## src/design/rtphx_pkg.sv

```systemverilog
// Shared types and constants for the RTP header extension parser.
package rtphx_pkg;

  localparam int unsigned MaxPacketBytes = 65535;

  typedef enum logic [2:0] {
    REC_HEADER   = 3'd0,
    REC_ONE_BYTE = 3'd1,
    REC_TWO_BYTE = 3'd2,
    REC_BAD_PROF = 3'd3,
    REC_STOPPED  = 3'd4,
    REC_END      = 3'd5,
    REC_TRUNC    = 3'd6
  } rec_kind_t;

  typedef enum logic [2:0] {
    PH_FIXED = 3'd0,
    PH_PRE   = 3'd1,
    PH_HDR   = 3'd2,
    PH_LEN   = 3'd3,
    PH_DATA  = 3'd4,
    PH_TAIL  = 3'd5
  } phase_t;

  localparam logic [15:0] ProfileOneByte = 16'hBEDE;
  localparam logic [15:0] ProfileTwoByte = 16'h1000;

  // One result record; fields not used by a kind are zero.
  typedef struct packed {
    rec_kind_t   kind;
    logic        marker_bit;
    logic [6:0]  payload_kind;
    logic [15:0] sequence_value;
    logic [31:0] time_stamp;
    logic [31:0] source_id;
    logic [3:0]  contributor_count;
    logic [7:0]  element_id;
    logic [15:0] element_offset;
    logic [7:0]  element_length;
    logic [7:0]  padding_bytes;
    logic        run_last;
  } record_t;

  // What one input byte yields: up to two records.
  typedef struct packed {
    logic    two;
    record_t first;
    record_t second;
  } rec_pair_t;

endpackage

```

## src/design/rtphx_front.sv

```systemverilog
// Front part: tracks the parse of each byte and builds the records it causes.
module rtphx_front (
  input  logic                 clk,
  input  logic                 rst_n,
  input  logic                 byte_valid,
  input  logic [7:0]           byte_data,
  input  logic                 byte_eop,
  output rtphx_pkg::rec_pair_t pair,
  output logic                 pair_any
);

  logic [15:0]       pos_r, pos_nxt;
  logic [7:0]        flags_r, flags_nxt;
  logic [7:0]        mt_r, mt_nxt;
  logic [15:0]       seq_r, seq_nxt;
  logic [31:0]       ts_r, ts_nxt;
  logic [31:0]       ssrc_r, ssrc_nxt;
  logic [7:0]        prof_hi_r, prof_hi_nxt;
  logic [17:0]       ext_r, ext_nxt;
  logic [17:0]       cur_r, cur_nxt;
  logic [7:0]        skip_r, skip_nxt;
  logic [7:0]        pid_r, pid_nxt;
  rtphx_pkg::phase_t ph_r, ph_nxt;
  logic              two_r, two_nxt;

  rtphx_pkg::record_t rec_a, rec_b;
  logic               has_a;

  // parse-time helper values
  logic [1:0]  hl;
  logic [17:0] pre_start;
  logic [17:0] rel;
  logic [15:0] prof;
  logic [17:0] ext_full;
  logic [3:0]  ob_id;
  logic [8:0]  ob_len;
  logic [8:0]  el_len;
  logic [7:0]  el_id;
  logic        el_fit;
  logic [17:0] cur_after;
  logic [7:0]  skip_dec;
  logic        do_emit;

  always_comb begin
    hl        = two_r ? 2'd2 : 2'd1;
    pre_start = 18'd12 + {12'd0, flags_r[3:0], 2'b00};
    rel       = {2'b00, pos_r} - pre_start;
    prof      = {prof_hi_r, byte_data};
    ext_full  = {ext_r[7:0], byte_data, 2'b00};
    ob_id     = byte_data[7:4];
    ob_len    = {5'd0, byte_data[3:0]} + 9'd1;
    el_len    = (ph_r == rtphx_pkg::PH_LEN) ? {1'b0, byte_data} : ob_len;
    el_id     = (ph_r == rtphx_pkg::PH_LEN) ? pid_r : {4'd0, ob_id};
    el_fit    = (cur_r + 18'(hl) + 18'(el_len)) <= ext_r;
    cur_after = cur_r + 18'(hl) + 18'(el_len);
    skip_dec  = (skip_r != 8'd0) ? skip_r - 8'd1 : 8'd0;
  end

  always_comb begin
    pos_nxt = pos_r; flags_nxt = flags_r; mt_nxt = mt_r; seq_nxt = seq_r;
    ts_nxt = ts_r; ssrc_nxt = ssrc_r; prof_hi_nxt = prof_hi_r; ext_nxt = ext_r;
    cur_nxt = cur_r; skip_nxt = skip_r; pid_nxt = pid_r; ph_nxt = ph_r;
    two_nxt = two_r;
    rec_a = '0; has_a = 1'b0; do_emit = 1'b0;
    if (32'(pos_r) < rtphx_pkg::MaxPacketBytes) begin
      pos_nxt = pos_r + 16'd1;
      unique case (ph_r)
        rtphx_pkg::PH_FIXED: begin
          if (pos_r == 16'd0) flags_nxt = byte_data;
          else if (pos_r == 16'd1) mt_nxt = byte_data;
          else if (pos_r < 16'd4) seq_nxt = {seq_r[7:0], byte_data};
          else if (pos_r < 16'd8) ts_nxt = {ts_r[23:0], byte_data};
          else if (pos_r < 16'd12) ssrc_nxt = {ssrc_r[23:0], byte_data};
          if (pos_r == 16'd11) begin
            has_a = 1'b1;
            rec_a.kind = rtphx_pkg::REC_HEADER;
            rec_a.marker_bit = mt_r[7];
            rec_a.payload_kind = mt_r[6:0];
            rec_a.sequence_value = seq_r;
            rec_a.time_stamp = ts_r;
            rec_a.source_id = {ssrc_r[23:0], byte_data};
            rec_a.contributor_count = flags_r[3:0];
            ph_nxt = flags_r[4] ? rtphx_pkg::PH_PRE : rtphx_pkg::PH_TAIL;
          end
        end
        rtphx_pkg::PH_PRE: begin
          if ({2'b00, pos_r} >= pre_start) begin
            if (rel == 18'd0) prof_hi_nxt = byte_data;
            else if (rel == 18'd1) begin
              if (prof == rtphx_pkg::ProfileOneByte) two_nxt = 1'b0;
              else if (prof == rtphx_pkg::ProfileTwoByte) two_nxt = 1'b1;
              else begin
                has_a = 1'b1;
                rec_a.kind = rtphx_pkg::REC_BAD_PROF;
                ph_nxt = rtphx_pkg::PH_TAIL;
              end
            end else if (rel == 18'd2) ext_nxt = {10'd0, byte_data};
            else begin
              ext_nxt = ext_full;
              cur_nxt = '0;
              ph_nxt = (18'(hl) >= ext_full) ? rtphx_pkg::PH_TAIL
                                             : rtphx_pkg::PH_HDR;
            end
          end
        end
        rtphx_pkg::PH_HDR: begin
          if (byte_data == 8'd0) begin
            cur_nxt = cur_r + 18'd1;
            if (cur_r + 18'd1 + 18'(hl) >= ext_r) ph_nxt = rtphx_pkg::PH_TAIL;
          end else if (!two_r) begin
            if (ob_id == 4'd15 || ob_id == 4'd0 || !el_fit) begin
              has_a = 1'b1;
              rec_a.kind = rtphx_pkg::REC_STOPPED;
              ph_nxt = rtphx_pkg::PH_TAIL;
            end else do_emit = 1'b1;
          end else begin
            pid_nxt = byte_data;
            ph_nxt = rtphx_pkg::PH_LEN;
          end
        end
        rtphx_pkg::PH_LEN: begin
          if (!el_fit) begin
            has_a = 1'b1;
            rec_a.kind = rtphx_pkg::REC_STOPPED;
            ph_nxt = rtphx_pkg::PH_TAIL;
          end else do_emit = 1'b1;
        end
        rtphx_pkg::PH_DATA: begin
          skip_nxt = skip_dec;
          if (skip_dec == 8'd0) ph_nxt = rtphx_pkg::PH_HDR;
        end
        default: ;
      endcase
      if (do_emit) begin
        has_a = 1'b1;
        rec_a.kind = two_r ? rtphx_pkg::REC_TWO_BYTE : rtphx_pkg::REC_ONE_BYTE;
        rec_a.element_id = el_id;
        rec_a.element_offset = 16'(18'd16 + {12'd0, flags_r[3:0], 2'b00}
                                   + cur_r + 18'(hl));
        rec_a.element_length = el_len[7:0];
        cur_nxt = cur_after;
        skip_nxt = el_len[7:0];
        if (cur_after + 18'(hl) >= ext_r) ph_nxt = rtphx_pkg::PH_TAIL;
        else if (el_len != 9'd0) ph_nxt = rtphx_pkg::PH_DATA;
        else ph_nxt = rtphx_pkg::PH_HDR;
      end
    end
    rec_b = '0;
    if (byte_eop) begin
      rec_b.kind = (ph_nxt == rtphx_pkg::PH_TAIL) ? rtphx_pkg::REC_END
                                                  : rtphx_pkg::REC_TRUNC;
      if (ph_nxt == rtphx_pkg::PH_TAIL && flags_nxt[5]) rec_b.padding_bytes = byte_data;
      rec_b.run_last = 1'b1;
      pos_nxt = '0; flags_nxt = '0; mt_nxt = '0; seq_nxt = '0; ts_nxt = '0;
      ssrc_nxt = '0; prof_hi_nxt = '0; ext_nxt = '0; cur_nxt = '0;
      skip_nxt = '0; pid_nxt = '0; ph_nxt = rtphx_pkg::PH_FIXED; two_nxt = 1'b0;
    end else begin
      rec_a.run_last = 1'b1;
    end
  end

  always_comb begin
    pair_any = byte_valid && (has_a || byte_eop);
    pair.two = has_a && byte_eop;
    pair.first = has_a ? rec_a : rec_b;
    pair.second = rec_b;
  end

  always_ff @(posedge clk) begin
    if (!rst_n) begin
      pos_r <= '0; flags_r <= '0; mt_r <= '0; seq_r <= '0; ts_r <= '0;
      ssrc_r <= '0; prof_hi_r <= '0; ext_r <= '0; cur_r <= '0; skip_r <= '0;
      pid_r <= '0; ph_r <= rtphx_pkg::PH_FIXED; two_r <= 1'b0;
    end else if (byte_valid) begin
      pos_r <= pos_nxt; flags_r <= flags_nxt; mt_r <= mt_nxt; seq_r <= seq_nxt;
      ts_r <= ts_nxt; ssrc_r <= ssrc_nxt; prof_hi_r <= prof_hi_nxt;
      ext_r <= ext_nxt; cur_r <= cur_nxt; skip_r <= skip_nxt; pid_r <= pid_nxt;
      ph_r <= ph_nxt; two_r <= two_nxt;
    end
  end

  assert property (@(posedge clk) disable iff (!rst_n)
    byte_valid && byte_eop |=> ph_r == rtphx_pkg::PH_FIXED && pos_r == 16'd0)
    else $error("state not cleared after end of packet");
  assert property (@(posedge clk) disable iff (!rst_n)
    ph_r == rtphx_pkg::PH_DATA |-> skip_r != 8'd0)
    else $error("data phase with nothing to skip");
  assert property (@(posedge clk) disable iff (!rst_n)
    pair_any |-> (pair.two ? pair.second.run_last : pair.first.run_last))
    else $error("last record of a byte lacks run_last");

endmodule

```

## src/design/rtphx_queue.sv

```systemverilog
// Record queue between parse front and output side; takes pairs, gives singles.
module rtphx_queue (
  input  logic                 clk,
  input  logic                 rst_n,
  input  logic                 push,
  input  rtphx_pkg::rec_pair_t push_pair,
  output logic                 room,
  output logic                 out_valid,
  output rtphx_pkg::record_t   out_rec,
  input  logic                 out_ready
);

  localparam int unsigned Depth = 4;

  rtphx_pkg::record_t mem_r [Depth];
  logic [1:0] wp_r, wp_nxt, rp_r, rp_nxt;
  logic [2:0] cnt_r, cnt_nxt;
  logic       pop;
  logic [2:0] n_in;

  always_comb begin
    pop       = out_valid && out_ready;
    n_in      = push ? (push_pair.two ? 3'd2 : 3'd1) : 3'd0;
    wp_nxt    = wp_r + n_in[1:0];
    rp_nxt    = rp_r + {1'b0, pop};
    cnt_nxt   = cnt_r + n_in - {2'b00, pop};
    room      = cnt_r <= 3'd2;
    out_valid = cnt_r != 3'd0;
    out_rec   = mem_r[rp_r];
  end

  always_ff @(posedge clk) begin
    if (push) begin
      mem_r[wp_r] <= push_pair.first;
      if (push_pair.two) mem_r[wp_r + 2'd1] <= push_pair.second;
    end
  end

  always_ff @(posedge clk) begin
    if (!rst_n) begin
      wp_r <= '0; rp_r <= '0; cnt_r <= '0;
    end else begin
      wp_r <= wp_nxt; rp_r <= rp_nxt; cnt_r <= cnt_nxt;
    end
  end

  assert property (@(posedge clk) disable iff (!rst_n) cnt_r <= 3'(Depth))
    else $error("queue overflow");
  assert property (@(posedge clk) disable iff (!rst_n)
    push |-> cnt_r + (push_pair.two ? 3'd2 : 3'd1) <= 3'(Depth))
    else $error("push without room");
  assert property (@(posedge clk) disable iff (!rst_n)
    !push && !pop |=> $stable(cnt_r))
    else $error("count moved while idle");

endmodule

```

## src/design/rtp_header_extension_parser.sv

```systemverilog
// Top level of the RTP header extension parser.
// Packet bytes enter on in_packet_byte/in_end_of_packet, one item per cycle,
// when in_valid and in_ready are high. Each byte yields zero, one or two result items
// (header, element, bad profile, stopped, end or truncated records) on the
// out_ channel, with out_run_last on the last record of a byte.
// Throughput: one byte per cycle while the output side keeps up. A byte is
// parsed in the cycle it is taken; its records enter a four-record queue
// and appear on out_ the next cycle at the earliest.
// The queue depth sets how far the output may stall: in_ready drops when
// fewer than two free slots remain, and comes back as records drain.
// At reset the parse state returns to the start of a packet and the queue
// empties; after every end-of-packet byte the parse state clears as well.
// Bytes past position 65534 are not parsed; only their end flag counts.
module rtp_header_extension_parser (
  input  logic        clk,
  input  logic        rst_n,
  input  logic        in_valid,
  output logic        in_ready,
  input  logic [7:0]  in_packet_byte,
  input  logic        in_end_of_packet,
  output logic        out_valid,
  input  logic        out_ready,
  output logic [2:0]  out_record_kind,
  output logic        out_marker_bit,
  output logic [6:0]  out_payload_kind,
  output logic [15:0] out_sequence_value,
  output logic [31:0] out_time_stamp,
  output logic [31:0] out_source_id,
  output logic [3:0]  out_contributor_count,
  output logic [7:0]  out_element_id,
  output logic [15:0] out_element_offset,
  output logic [7:0]  out_element_length,
  output logic [7:0]  out_padding_bytes,
  output logic        out_run_last
);

  rtphx_pkg::rec_pair_t pair;
  rtphx_pkg::record_t   rec;
  logic                 pair_any;
  logic                 room;
  logic                 take;

  assign in_ready = room;
  assign take     = in_valid && room;

  rtphx_front u_front (
    .clk, .rst_n, .byte_valid(take), .byte_data(in_packet_byte),
    .byte_eop(in_end_of_packet), .pair, .pair_any
  );

  rtphx_queue u_queue (
    .clk, .rst_n, .push(pair_any), .push_pair(pair), .room,
    .out_valid, .out_rec(rec), .out_ready
  );

  assign out_record_kind       = rec.kind;
  assign out_marker_bit        = rec.marker_bit;
  assign out_payload_kind      = rec.payload_kind;
  assign out_sequence_value    = rec.sequence_value;
  assign out_time_stamp        = rec.time_stamp;
  assign out_source_id         = rec.source_id;
  assign out_contributor_count = rec.contributor_count;
  assign out_element_id        = rec.element_id;
  assign out_element_offset    = rec.element_offset;
  assign out_element_length    = rec.element_length;
  assign out_padding_bytes     = rec.padding_bytes;
  assign out_run_last          = rec.run_last;

endmodule

```

## config.mk

```make
export PLATFORM = sky130hd
export DESIGN_NAME = rtp_header_extension_parser
export DESIGN_NICKNAME = d
export VERILOG_FILES = /design/src/design/rtphx_pkg.sv /design/src/design/rtphx_front.sv /design/src/design/rtphx_queue.sv /design/src/design/rtp_header_extension_parser.sv
export SDC_FILE = /design/constraint.sdc
export NUM_CORES = 2
export LEC_CHECK = 0
export ABC_CLOCK_PERIOD_IN_PS = 16200
export BUFFER_PORTS_ARGS = -buffer_cell sky130_fd_sc_hd__buf_4
export CAP_MARGIN = 40
export CORE_MARGIN = 2
export CORE_UTILIZATION = 58
export DETAILED_ROUTE_END_ITERATION = 12
export GPL_ROUTABILITY_DRIVEN = 0
export PLACE_DENSITY = 0.79
export SLEW_MARGIN = 30
export SYNTH_ARGS = -nofsm -noshare
export SYNTH_HDL_FRONTEND = slang
export SYNTH_SLANG_ARGS = --single-unit
```

## constraint.sdc

```tcl
create_clock -name clk -period 16.2 [get_ports clk]
set_clock_uncertainty 0.2 [all_clocks]
set_input_delay 3.24 -clock clk [delete_from_list [all_inputs] [get_ports clk]]
set_output_delay 3.24 -clock clk [all_outputs]
set_load 0.02 [all_outputs]
```

==> impl_metrics.tcl <==
set metrics [dict create \
    status "complete, no violations" \
    via_count 26100 \
    worst_slew_pin_slew_ps 893 \
    syn_inst 3041 \
    finalSetupViolCount 0 \
    regToRegSetupSlack_ps 5890 \
    drc 0 \
    area_delta_synth_final_pct 13.5 \
    fill_cells 3909 \
    period_minus_slack_ps 12360 \
    synthXorXnorAreaFrac 0.0282 \
    fp.dieW_um 238 \
    path_class "in2reg" \
    fmax_ghz 0.0809 \
    synth_top_family_by_area "compound AO/OA/AOI/OAI gates" \
    hold_slack_ps 252 \
    root_buffer "clkbuf_16" \
    cts.sinks 717 \
    post_cts_buffers 0 \
    synth_simple_gate_area_frac 0.118 \
    cts-resized-gates 0 \
    drive_gt1_frac 0.158 \
    grt_pass1_vias 25700 \
    ios 151 \
    fin_area_mm2 0.0360 \
    powerDensity_mw_per_mm2 113 \
    port_buffers 150 \
    cts_tree "built" \
    synth_warnings 0 \
    r2r-end "u_queue.mem_r[1][104]" \
    die_h_um 238 \
    diodes 0 \
    cts_hold_buf 0 \
    drt-total-wl_mm 93.4 \
    cts_buffers 74 \
    critPathMaxFanout 63 \
    synth_edf_count 48 \
    clk_pin_slew_ps 60 \
    p_sw_uw 1080 \
    period_share 0.763 \
    grt_pass1_wl_mm 144 \
    reg2reg_depth 26 \
    hold_depth 2 \
    final_cell_mix "667 x dfxtp_1, 396 x a22o_1, 257 x nand2_1" \
    p_seq_frac 0.456 \
    grt_use_total 0.321 \
    synth_cell_type_count 81 \
    dp.cells 3701 \
    antenna_left 0 \
    instances_no_fill 3844 \
    via_per_inst 6.79 \
    grt_start_max_net_pins 72 \
    crit_required_ps 16570 \
    dpl_cell_area_mm2 0.0334 \
    synth_compound_area_frac 0.193 \
    clock_path_buffers 3 \
    hold_viol 0 \
    die_area_mm2 0.0566 \
    final.setup.tns_ps 0 \
    drt-initial-drc-count 2660 \
    final_common_cell "dfxtp_1" \
    antenna_found_initial 3 \
    worstHoldStart "u_queue.mem_r[2][23]" \
    worstPathArrival_ps 12730 \
    p_leak_uw 0.0138 \
    synthMuxAreaShare 0.112 \
    min_to "u_queue.mem_r[2][23]" \
    rows 85 \
    synth_adder_area_share 0.0450 \
    ys_seq_area_frac 0.468 \
    grt_overflow 0 \
    finalNetCount 3212 \
    rsz0062_at_grt "false" \
    cp-start-kind "primary input" \
    async_flop_share 0 \
    seqCellArea_mm2 0.0148 \
    wl_per_cell_um 24.3 \
    synth_flop_cell "dfxtp_1" \
    place_hpwl_mm 58.3 \
    switching_share 0.266 \
    first_pass_iters 7 \
    slew_headroom 0.403 \
    cap_violations 0 \
    start_util 0.588 \
    synth-seq-cells 717 \
    syn_area_mm2 0.0317 \
    multi_input_area_mm2 0.0158 \
    hold_path_class "reg2reg" \
    endpoint_kind "register" \
    power_frac_clock 0.430 \
    combPwrFrac 0.115 \
    syn_area_per_cell_um2 10.4 \
    clock_latency_ps 630 \
    slew_viol_final 0 \
    h-tree-depth 3 \
    internal-power_uw 2980 \
    ir_drop_v 0.000125 \
    r2r-start "u_front.ph_r[1]" \
    core_mm2 0.0539 \
    syn-num-nets 3164 \
]
## metrics by stage
step / total power [uW] / utilization / setup WS [ps]
after global placement: 2330 / 0.616 / 3690
after global routing: 4170 / 0.668 / 3390
after CTS: 4050 / 0.666 / 4080
after detailed placement: 2340 / 0.619 / 3500
after floorplan: 2190 / - / 5160
final: 4060 / 0.668 / 3840
## critical path: stages
cell      delay [ps]
buf_4            180
inv_1            130
ha_1             300
nand2_1           60
a21boi_0         490
inv_1            160
fa_1             470
ha_1             250
fa_1             420
a21o_1           200
a211oi_1         280
o21ai_0          240
a31oi_1          680
nor2_1           130
xor2_1           320
ha_1             340
a21oi_1          190
o22ai_1          110
a211o_1          300
o21ai_0          510
o21ai_1          310
o31ai_4          460
inv_2            110
ha_1             360
a21oi_4          770
buf_4            560
buf_4            770
a22o_1           280
## area by class of cell
| cell class | count | area share |
|---|---|---|
| flip-flops and latches | 717 | 0.412 |
| clock buffers | 108 | 0.0601 |
| repair buffers | 204 | 0.0461 |
| well taps | 696 | 0.0242 |
| inverters | 75 | 0.00789 |
| multi-input cells | 2017 | 0.440 |
| clock inverters | 27 | 0.00956 |
## worst max-delay path by stage
stage	startpoint	endpoint	slack [ps]	cells past startpoint
finish	in_packet_byte[0]	u_queue.mem_r[1][104]	3840	28
floorplan	in_packet_byte[0]	u_queue.mem_r[2][0]	5160	28
detailed placement	in_packet_byte[0]	u_queue.mem_r[1][104]	3500	28
global route	in_packet_byte[0]	u_queue.mem_r[1][121]	3390	28
CTS	in_packet_byte[0]	u_queue.mem_r[1][104]	4080	28
global placement	in_packet_byte[0]	u_queue.mem_r[2][100]	3690	29
## Yosys cell counts (all sizes together) (5+ instances only)
master / number / area (um2)
nand2b: 12 / 75.1
nor4: 11 / 75.1
o21ai: 140 / 701
xnor2: 64 / 561
a22o: 396 / 3470
a21boi: 5 / 37.5
ha: 103 / 1290
mux2i: 41 / 410
or4: 6 / 45.0
buf: 35 / 146
edfxtp: 48 / 1440
mux2: 6 / 67.6
dfxtp: 669 / 13400
a32o: 16 / 160
a31oi: 7 / 43.8
nor2b: 15 / 93.8
and2: 13 / 81.3
mux4: 136 / 3060
o21a: 6 / 45.0
xor2: 38 / 333
a21o: 13 / 97.6
o31ai: 6 / 58.8
nor2: 202 / 758
fa: 7 / 140
a211oi: 5 / 37.5
inv: 75 / 282
nand3: 77 / 390
clkbuf: 197 / 739
and3: 12 / 75.1
or3: 20 / 125
o2bb2ai: 5 / 43.8
nand3b: 9 / 67.6
nor3b: 32 / 240
a21oi: 155 / 776
or2: 7 / 43.8
nor3: 73 / 365
nand4: 24 / 150
a211o: 6 / 52.6
nand2: 257 / 965
a22oi: 25 / 188
o211ai: 8 / 60.1
o22ai: 10 / 62.6
## sequential cells by signal, indices dropped and copies added, names as in the netlist, 8 cells and up
register / flops
u_front.ssrc_r: 24
u_front.ts_r: 32
u_front.prof_hi_r: 8
u_front.seq_r: 16
u_front.pid_r: 8
u_front.mt_r: 8
u_front.skip_r: 8
u_front.pos_r: 16
u_front.cur_r: 18
u_front.ext_r: 18
u_queue.mem_r: 544
## routing by layer
layer / part of all wire / vias to the layer above / track usage
met2: 0.48 / 1490 / 0.543
met5: 0.00015 / - / 0
met4: 0.051 / 2 / 0.163
li1: - / 11400 / -
met3: 0.087 / 299 / 0.0528
met1: 0.38 / 12900 / 0.400
## cells by family after synthesis
kind of cell	Yosys count
and+or+nand+nor	787
DFF	717
buffers and inverters	307
muxes	183
xor gates and xnor gates	102
AOI/OAI and AO/OA	835
adders and majority gates	110
## power groups by stage
stage / registers, uW / logic, uW / clock network [uW]
floorplan: 1850 / 343 / 0
global placement: 1890 / 440 / 0
detailed placement: 1890 / 454 / 0
CTS: 1850 / 457 / 1750
global route: 1850 / 491 / 1820
finish: 1850 / 465 / 1750
Note: power is estimated with default switching activity, not from simulation.
